===== config.mk =====
export PLATFORM = sky130hd
export DESIGN_NAME = dpec_queue
export DESIGN_NICKNAME = d
export VERILOG_FILES = /design/src/rtl/dpec_pkg.sv /design/src/rtl/dpec_queue.sv
export SDC_FILE = /design/constraint.sdc
export NUM_CORES = 1
export LEC_CHECK = 0
export BUFFER_PORTS_ARGS = -buffer_cell sky130_fd_sc_hd__buf_2
export CAP_MARGIN = 30
export CELL_PAD_IN_SITES_DETAIL_PLACEMENT = 2
export CELL_PAD_IN_SITES_GLOBAL_PLACEMENT = 2
export CORE_MARGIN = 2
export CORE_UTILIZATION = 45
export CTS_CLUSTER_SIZE = 10
export DETAILED_ROUTE_END_ITERATION = 10
export PLACE_DENSITY_LB_ADDON = 0.1
export REMOVE_ABC_BUFFERS = 1
export SYNTH_ARGS = -nofsm -noshare
export SYNTH_HDL_FRONTEND = slang
export SYNTH_SLANG_ARGS = --single-unit

===== constraint.sdc =====
create_clock -name clock -period 16.1 [get_ports clock]
set_input_delay 2.415 -clock clock [delete_from_list [all_inputs] [get_ports clock]]
set_output_delay 2.415 -clock clock [all_outputs]
set_load 0.01 [all_outputs]

===== src/rtl/dpec_pkg.sv =====
// ----------------------------------------------------------------------------
// dpec_pkg
// Shared widths, payload structs and helper functions for the disc pair
// elastic collision core.
// ----------------------------------------------------------------------------
package dpec_pkg;

   localparam int POS_W   = 32;
   localparam int VEL_W   = 32;
   localparam int RAD_W   = 31;
   localparam int MASS_W  = 31;

   localparam int DIFF_W  = POS_W + 1;             // signed difference
   localparam int MAG_W   = DIFF_W;                // magnitude of a difference
   localparam int SQ_W    = 2 * MAG_W;             // product of two magnitudes
   localparam int DIST_W  = SQ_W;                  // squared centre distance
   localparam int RS_W    = RAD_W + 1;             // radius sum
   localparam int RS2_W   = 2 * RS_W;
   localparam int MSUM_W  = MASS_W + 1;
   localparam int DOT_W   = SQ_W;
   localparam int DOT_LO_W = MAG_W;                // dot split for the wide product
   localparam int DOT_HI_W = DOT_W - DOT_LO_W;
   localparam int PP_W    = 2 * MAG_W;
   localparam int NUM_W   = DOT_W + MAG_W;         // dividend width of the dividers

   localparam int DIV_Q_W   = 35;                  // quotient bits, one per stage
   localparam int DIV_DEN_W = DIST_W;
   localparam int DIV_REM_W = DIV_DEN_W + DIV_Q_W;

   localparam int CH_W    = MASS_W + DIV_Q_W + 1;  // 2 * mass * projected delta
   localparam int SUM_W   = DIV_Q_W + 2;           // velocity plus signed change

   localparam int QUEUE_DEPTH = 4;                 // power of two
   localparam int QUEUE_AW    = $clog2(QUEUE_DEPTH);

   typedef struct packed {
      logic [POS_W-1:0]  a_pos_x;
      logic [POS_W-1:0]  a_pos_y;
      logic [VEL_W-1:0]  a_vel_x;
      logic [VEL_W-1:0]  a_vel_y;
      logic [RAD_W-1:0]  a_radius;
      logic [MASS_W-1:0] a_mass;
      logic [POS_W-1:0]  b_pos_x;
      logic [POS_W-1:0]  b_pos_y;
      logic [VEL_W-1:0]  b_vel_x;
      logic [VEL_W-1:0]  b_vel_y;
      logic [RAD_W-1:0]  b_radius;
      logic [MASS_W-1:0] b_mass;
   } req_type;

   typedef struct packed {
      logic              collided;
      logic              degenerate;
      logic [VEL_W-1:0]  new_a_vel_x;
      logic [VEL_W-1:0]  new_a_vel_y;
      logic [VEL_W-1:0]  new_b_vel_x;
      logic [VEL_W-1:0]  new_b_vel_y;
   } rsp_type;

   // classified pair handed from the front to the back
   typedef struct packed {
      logic              collided;
      logic              degenerate;
      logic [DIST_W-1:0] dist2;
      logic [MAG_W-1:0]  mdx;
      logic [MAG_W-1:0]  mdy;
      logic              dx_neg;
      logic              dy_neg;
      logic [MAG_W-1:0]  mdvx;
      logic [MAG_W-1:0]  mdvy;
      logic              dvx_neg;
      logic              dvy_neg;
      logic [VEL_W-1:0]  a_vel_x;
      logic [VEL_W-1:0]  a_vel_y;
      logic [VEL_W-1:0]  b_vel_x;
      logic [VEL_W-1:0]  b_vel_y;
      logic [MASS_W-1:0] a_mass;
      logic [MASS_W-1:0] b_mass;
   } queue_item_type;

   // what travels beside the arithmetic in the back pipeline
   typedef struct packed {
      logic              collided;
      logic              degenerate;
      logic              respond;
      logic              xneg;
      logic              yneg;
      logic [VEL_W-1:0]  a_vel_x;
      logic [VEL_W-1:0]  a_vel_y;
      logic [VEL_W-1:0]  b_vel_x;
      logic [VEL_W-1:0]  b_vel_y;
      logic [MASS_W-1:0] a_mass;
      logic [MASS_W-1:0] b_mass;
      logic [MSUM_W-1:0] msum;
   } back_side_type;

   function automatic logic [MAG_W-1:0] mag_of(input logic [DIFF_W-1:0] v);
      return v[DIFF_W-1] ? (~v + 1'b1) : v;
   endfunction

   function automatic logic [VEL_W-1:0] sat_vel(input logic [SUM_W-1:0] s);
      logic [VEL_W-1:0] r;
      if (!s[SUM_W-1] && (|s[SUM_W-2:VEL_W-1])) begin
         r = {1'b0, {(VEL_W-1){1'b1}}};
      end else if (s[SUM_W-1] && !(&s[SUM_W-2:VEL_W-1])) begin
         r = {1'b1, {(VEL_W-1){1'b0}}};
      end else begin
         r = s[VEL_W-1:0];
      end
      return r;
   endfunction

endpackage


===== src/rtl/dpec_queue.sv =====
// ----------------------------------------------------------------------------
// dpec_queue
// Small register queue between the classifying front and the response back.
// ----------------------------------------------------------------------------
module dpec_queue (
   input  logic                     clock,
   input  logic                     reset,
   input  logic                     push,
   input  dpec_pkg::queue_item_type push_item,
   output logic                     full,
   input  logic                     pop,
   output logic                     head_valid,
   output dpec_pkg::queue_item_type head_item
);
   import dpec_pkg::*;

   queue_item_type        mem_ff [QUEUE_DEPTH];
   logic [QUEUE_AW-1:0]   wr_ptr_ff, rd_ptr_ff;
   logic [QUEUE_AW:0]     count_ff, count_in;

   assign full       = count_ff == (QUEUE_AW+1)'(QUEUE_DEPTH);
   assign head_valid = count_ff != '0;
   assign head_item  = mem_ff[rd_ptr_ff];

   always_comb begin
      count_in = count_ff;
      if (push && !pop) begin
         count_in = count_ff + 1'b1;
      end else if (pop && !push) begin
         count_in = count_ff - 1'b1;
      end
   end

   always_ff @(posedge clock) begin
      if (reset) begin
         wr_ptr_ff <= '0;
         rd_ptr_ff <= '0;
         count_ff  <= '0;
      end else begin
         count_ff <= count_in;
         if (push) begin
            wr_ptr_ff <= wr_ptr_ff + 1'b1;
         end
         if (pop) begin
            rd_ptr_ff <= rd_ptr_ff + 1'b1;
         end
      end
   end

   always_ff @(posedge clock) begin
      if (push) begin
         mem_ff[wr_ptr_ff] <= push_item;
      end
   end

endmodule


-- Word-level counts from Yosys, hierarchy flattened
Memory sizes are Yosys's and may differ from the RTL's. A register that Yosys moved wholly into a read port is not among the register bits.
Index checks and enable logic that the tools add are counted.
Widths: inputs -> output; s select.
- register bits: 7
- memory bits (writable): 1576
- input bits: 398
- word-level logic and storage cells: 21
- memories kept: 1
- add/sub/neg operators: 4
- eq/ne operators: 1
- mux-type cells: 6
- reduce and logical (&&, ||, !) cells: 6
- memories (memory ; depth ; bits a word ; rd ports ; clocked after Yosys merged registers in ; wr ports ; RTL line ; source):
    mem_ff ; 4 ; 394 ; 1 ; 1 ; 1 ; dpec_queue.sv:17 ; queue_item_type mem_ff [QUEUE_DEPTH];
- operators by type and width (cell ; number):
    $mux 3 ; 2
    $add 2x1->2 const B ; 2
    $mux 2 ; 2
    $add 3x1->3 const B ; 1
    $eq 3x3->1 const B ; 1
    $reduce_bool 3->1 ; 1
    $sub 3x1->3 const B ; 1
    $logic_and 1x1->1 ; 2
    $logic_not 1->1 ; 2
    $mux 1 ; 2
    $reduce_bool 2->1 ; 1

-- Depth between registers and ports, before layout
Gate-level depths: netlist of run 1.
- depth in word-level cells: 4
- gate-level depth with buffers: 7
- depth with buffers taken out: 7

-- Least setup slack after synthesis of run 1
Ideal clock, no wire load.
- path kind: input to register
- from: in push
- to: mem mem_ff[0][0] (netlist name) (enable)
- library setup time: 0.806 ns
- arrival: 11.276 ns
- data required time: 15.294 ns
- setup slack: 4.017 ns
- stages on the path: 1
- cells stage by stage: and2_1
- cells in the longest elaborated chain, start to end: 2
- RTL lines (item ; RTL line ; source):
    start, declared ; dpec_queue.sv:8 ; input logic push,
    $mux 1 ; dpec_queue.sv:51 ; if (push) begin
    $mux 1 (implied by the code) ; dpec_queue.sv:52 ; mem_ff[wr_ptr_ff] <= push_item;
    end, declared ; dpec_queue.sv:17 ;
Every way passes these cells.

==> impl_metrics.ini, run 1 <==
[global_route]
antenna_found_initial = 101
overflow = 0
gr-usage-all-layers = 0.253
grt_pass1_wl_um = 232000
grt_max_degree = 160
grt_pass1_vias = 30400

[logic_synthesis]
netlist_area_sq_um = 57300
yosys.area_share.adder = 0.00144
ys_warn_count = 0
syn_area_per_cell_sq_um = 27.3
synth_top_area_cell = edfxtp_1
synth_top_area_share = 0.826
synth_seq_cells = 1585
yosysUniqueCellTypes = 19
synth-simple-area-share = 0.00131
postSynthCellCount = 2102
muxShareOfSynthArea = 0.155
synth_xor_area_frac = 0.000764
yosys-top-cells-area = edfxtp_1 (83%), mux4_2 (15%), buf_6 (0.79%), buf_2 (0.37%), dfxtp_1 (0.31%)
synth_seq_area_share = 0.829
synth-compound-area-share = 0.000175
synth_top_family_by_area = multiplexers

[floorplan]
die_area_sq_um = 130000
die_h_um = 361
placementRows = 130
initial_utilization = 0.455
io_pins = 794
dieWidth_um = 361
core-area_sq_um = 126000

[cts]
clk_latency_ps = 790
cts-resized-gates = 0
post_cts_buffers = 0
cts_root_buffer = clkbuf_16
clock-sinks = 1585
tritoncts = built
hold_buffers = 0
path_clk_slew_ps = 60
ctsHtreeMaxLevel = 4
cts-buffers-inserted = 178
cts_max_path_buffers = 3

[sta]
fin_setup_tns_ps = 0
fin_crit_ps = 6450
timing.slew.headroom = 0.216
slew_violations = 0
hold_viol = 0
fmax_ghz = 0.155
tightest_slew_ps = 1180
worst_clock_skew_ps = 28.3
period_share = 0.400
setup_viol = 0
rsz0062_at_grt = false

[power_and_ir_drop]
vdd_drop_max_mv = 0.110
power_density_nw_per_um2 = 137
power_leakage_nw = 22.7

[place]
io_buffer_count = 793
post-place-cells = 4497
place_area_sq_um = 63200
gp_congestion = 0.763
dp_hpwl_um = 108000

[critical_path]
path_cells = buf_16 -> buf_12 -> buf_4 -> buf_16 -> mux4_2 -> buf_2
cp_max_fo = 115
path_class = reg -> out
crit_path_max_incr_delay_ps = 640
cp_data_required_time_ps = 13690
timing.critical_path.to_type = output port
worstSetupStartpointType = register
crit_top_cell = buf_16
critPathArrivalTime_ps = 4030
slowest_stage = buf_12

[finish]
nets = 3436
fillers = 10500
drive_gt1_frac = 0.465
areaGrowthSynthToFinish_pct = 19.2
stdcell_count = 4771
final_area_sq_um = 68300

[detailed_routing]
vias = 26900
ant_nets = 0
detail_route.wirelength_um = 165000
drtPass1Iterations = 5
drt_iter0_markers = 1863
drc = 0
wire_per_inst_um = 34.7
viasPerCell = 5.64

[run_status]
status = finished, final reports clean

[run]
max-cap-violations = 0

[hold_path]
min_path_type = reg -> reg
cells in the mapped netlist:
library cell	count
edfxtp_1	1576
mux4_2	394
buf_2	42
buf_6	40
dfxtp_1	9
clkbuf_1	7
nor2_1	7
ha_1	5
and2_1	4
inv_1	4
xor2_1	3
mux2i_1	2
or3_1	2
xnor2_1	2
a21oi_1	1
fa_1	1
nand2_1	1
nor3b_1	1
o21ai_0	1
layer usage:
layer	vias to the layer above	global-route usage	wire, um
met5	-	0	481
met4	80	0.0960	5700
met3	357	0.0918	14300
met2	993	0.440	87500
met1	14400	0.283	57500
li1	11000	-	-
area by class of cell:
| cell class | instances | area (sq um) | share of cell area |
|---|---|---|---|
| Tap cell | 1650 | 2060 | 0.0302 |
| Timing Repair Buffer | 839 | 4650 | 0.0681 |
| Antenna cell | 41 | 103 | 0.00150 |
| Multi-Input combinational cell | 424 | 9110 | 0.133 |
| Clock inverter | 12 | 140 | 0.00205 |
| Clock buffer | 216 | 4710 | 0.0690 |
| Sequential cell | 1585 | 47500 | 0.695 |
| Inverter | 4 | 15.0 | 0.000220 |
flip-flops by register name (all words and copies together) (netlist names), named ones only:
signal	count
rd_ptr_ff	2
mem_ff	1576
count_ff	3
wr_ptr_ff	2
logic make-up after synthesis:
group / after synthesis
buffers and inverters: 93
multiplexers: 396
adder cells (fa/ha/maj): 6
flip-flops: 1585
XOR/XNOR: 5
AO/OA/AOI/OAI: 2
AND/OR/NAND/NOR: 15
worst paths after layout:
check | startpoint | to | slack (ps) | depth (start not counted)
worst min register to register | count_ff[2] | count_ff[2] | 550 | 2
worst max register to register | wr_ptr_ff[0] | mem_ff[0][86] | 12180 | 7
worst min-delay path | count_ff[2] | count_ff[2] | 550 | 2
worst max-delay path | register | head_item[160] | 9650 | 6
worst max-delay path: cells and delay by family (launching register included):
family / cells / cell delay, ps
mux: 1 / 550
flops: 1 / 390
buf+inv: 5 / 1960
per-stage QoR:
step | setup WS, ps | util | hold WS (ps) | power [mW]
3_3_place_gp | 9490 | 0.500 | 475 | 5.78
6_report | 9650 | 0.542 | 547 | 9.34
4_1_cts | 9080 | 0.540 | 525 | 9.44
3_5_place_dp | 9640 | 0.502 | 519 | 5.86
2_1_floorplan | -3510 | - | 455 | 5.61
5_1_grt | 9280 | 0.542 | 571 | 9.63
layout by cell type, fill, tap and decap left out, types with 2 or more instances in the layout:
cell type / count
and2_4: 4
buf_12: 8
buf_16: 12
buf_2: 793
buf_4: 26
clkbuf_1: 32
clkbuf_16: 183
clkinv_1: 2
clkinv_8: 6
dfxtp_1: 7
dfxtp_4: 2
diode_2: 41
edfxtp_1: 1576
ha_1: 5
inv_1: 4
inv_6: 4
mux2i_1: 2
mux4_2: 394
nor2_1: 7
or3_1: 2
xnor2_1: 2
xor2_1: 3
power by group:
group,switching [mW],total (mW),internal (mW)
Sequential,0.0626,4.81,4.75
Clock,1.54,3.57,2.03
Combinational,0.565,0.952,0.387
Total,2.17,9.34,7.17
(Power assumes the default switching activity.)
==> run 2: changes to the inputs <==
--- a/config.mk
+++ b/config.mk
@@ -5,12 +5,13 @@
 export SDC_FILE = /design/constraint.sdc
 export NUM_CORES = 1
 export LEC_CHECK = 0
+export ABC_AREA = 1
 export BUFFER_PORTS_ARGS = -buffer_cell sky130_fd_sc_hd__buf_2
 export CAP_MARGIN = 30
 export CELL_PAD_IN_SITES_DETAIL_PLACEMENT = 2
 export CELL_PAD_IN_SITES_GLOBAL_PLACEMENT = 2
 export CORE_MARGIN = 2
-export CORE_UTILIZATION = 45
+export CORE_UTILIZATION = 41
 export CTS_CLUSTER_SIZE = 10
 export DETAILED_ROUTE_END_ITERATION = 10
 export PLACE_DENSITY_LB_ADDON = 0.1
==> constraint.sdc (replaced) <==
create_clock -name clock -period 6.45 [get_ports clock]
set_input_delay 0.9675 -clock clock [delete_from_list [all_inputs] [get_ports clock]]
set_output_delay 0.9675 -clock clock [all_outputs]
set_load 0.01 [all_outputs]
==> impl_metrics.ini, run 2 <==
[floorplan]
placementRows = 138
dieWidth_um = 382
io_pins = 794
die_area_sq_um = 146000
core-area_sq_um = 142000
die_h_um = 382
initial_utilization = 0.413

[sta]
worst_clock_skew_ps = 17.5
timing.slew.headroom = 0.233
hold_viol = 0
setup_viol = 0
period_share = 0.762
fmax_ghz = 0.203
fin_setup_tns_ps = 0
rsz0062_at_grt = false
slew_violations = 0
tightest_slew_ps = 1150
fin_crit_ps = 4910

[run_status]
status = finished, final reports clean

[global_route]
grt_max_degree = 202
overflow = 0
grt_pass1_wl_um = 269000
grt_pass1_vias = 40200
gr-usage-all-layers = 0.250
antenna_found_initial = 115

[critical_path]
cp_max_fo = 166
cp_top_family = buffers and inverters
critPathArrivalTime_ps = 3950
crit_path_max_incr_delay_ps = 830
path_cells = buf_12 -> buf_4 -> o21ai_0 -> o22ai_1 -> buf_2
worstSetupStartpointType = register
path_class = reg -> out
worstRegToRegCells = 5
slowest_stage = dfxtp_4
reg2reg_slack_ps = 3810
timing.critical_path.to_type = output port
cp_data_required_time_ps = 5480
reg2reg_from = wr_ptr_ff[0]
path_buf_inv = 3
r2r-end = mem_ff[0][197]

[cts]
cts-resized-gates = 0
clk_latency_ps = 800
post_cts_buffers = 0
cts_max_path_buffers = 3
cts-buffers-inserted = 179
tritoncts = built
ctsHtreeMaxLevel = 4
cts_root_buffer = clkbuf_16
hold_buffers = 0
clock-sinks = 1585
path_clk_slew_ps = 50

[logic_synthesis]
synth.most_common_cell = edfxtp_1
netlist_area_sq_um = 58500
ys_warn_count = 0
synth_top_family_by_area = compound AO/OA/AOI/OAI gates
synth_seq_cells = 1585
muxShareOfSynthArea = 0
yosys-top-cells-area = edfxtp_1 (81%), o21ai_0 (6.7%), nor2_1 (5.1%), o22ai_1 (4.2%), clkbuf_1 (1.1%)
synth_top_area_share = 0.810
synth_edf_count = 1576
synth_ff_type = edfxtp_1
yosysUniqueCellTypes = 22
yosys-top-cells-count = edfxtp_1 (1576), nor2_1 (795), o21ai_0 (783)
syn_area_per_cell_sq_um = 15.1
synth_xor_area_frac = 0.000150
postSynth.asyncResetShare = 0
synth-simple-area-share = 0.0520
synth_seq_area_share = 0.813
synth-compound-area-share = 0.110
yosys.area_share.adder = 0.00141
synth_top_area_cell = edfxtp_1
postSynthCellCount = 3869

[place]
gp_congestion = 0.755
io_buffer_count = 793
dp_hpwl_um = 114000

[finish]
largest_reg_flops = 1576
final_cell_mix = edfxtp_1 (1576), nor2_1 (795), buf_2 (793)
drive_gt1_frac = 0.222
largest-register = mem_ff
layout_commonest_cell = edfxtp_1
reg_top3 = mem_ff x1576, count_ff x3
areaGrowthSynthToFinish_pct = 18.3
nets = 5028

[power_and_ir_drop]
power_leakage_nw = 23.6
power_mw = 23.1
vdd_drop_max_mv = 0.275
power_density_nw_per_um2 = 335

[detailed_routing]
wire_per_inst_um = 28.1
drtPass1Iterations = 5
drt_iter0_markers = 2251
viasPerCell = 5.54
ant_nets = 0
vias = 36700
detail_route.wirelength_um = 186000
drc = 0

[hold_path]
min_delay_worst_endpoint = count_ff[0]
hold_start = reset
hold-path-cell-count = 2
min_path_type = in -> reg

[run]
max-cap-violations = 0
[run 2: cell types whose count changed in the layout (fill, tap and decap cells not counted), sizes merged, moves of 16 or more]
cell and delta:
nor2 +788, o22ai +394, o21ai +792, inv +16, mux4 -394, diode +29
[run 2: stage by stage]
step / setup WS, ps / cells / utilization / hold WS (ps) / instance area (sq um)
2_1_floorplan: -20550 / 3607 / - / 412 / 57100
5_1_grt: 1340 / 6604 / 0.488 / 333 / 69100
4_1_cts: 1500 / 6566 / 0.487 / 288 / 69000
3_3_place_gp: 2630 / 6333 / 0.453 / 417 / 64100
3_5_place_dp: 2470 / 6333 / 0.453 / 430 / 64100
6_report: 1540 / 6636 / 0.489 / 364 / 69200
[run 2: logic make-up (layout without fill, tap and decap cells)]
kind of cell,after synthesis,after routing
flops,1585,1585
compound gates,1190,1190
simple gates,808,808
buf+inv,279,1086
fa+ha+maj,6,6
xor+xnor,1,1
other cells,0,70
[run 2: where the power goes]
group          total [mW]  switching [mW]  internal, mW
Sequential           11.9           0.124          11.8
Clock                9.01            3.88          5.13
Combinational        2.20            1.58         0.617
[run 2: metal layers]
layer,up-vias,GRT usage,part of all wire
met5,-,0,0.0020
met3,365,0.0761,0.072
met4,62,0.107,0.043
met2,961,0.439,0.52
li1,16200,-,-
met1,19100,0.280,0.37
[run 2: worst max-delay path by stage]
stage	cells after the start	end	from	slack [ps]
after floorplan	3	head_item[0]	register	-20550
after global placement	5	head_item[264]	register	2630
after detailed placement	5	head_item[187]	register	2470
after CTS	5	head_item[187]	register	1500
after global routing	5	head_item[187]	register	1340
final	5	head_item[187]	register	1540
[run 2: cell type report]
cell class                      count  area [sq um]
Inverter                           17           118
Fill cell                       13500         72400
Multi-Input combinational cell   2005          9580
Sequential cell                  1585         47500
Timing Repair Buffer              836          4500
Clock buffer                      220          4780
Antenna cell                       70           175
Tap cell                         1890          2360
Clock inverter                     13           135
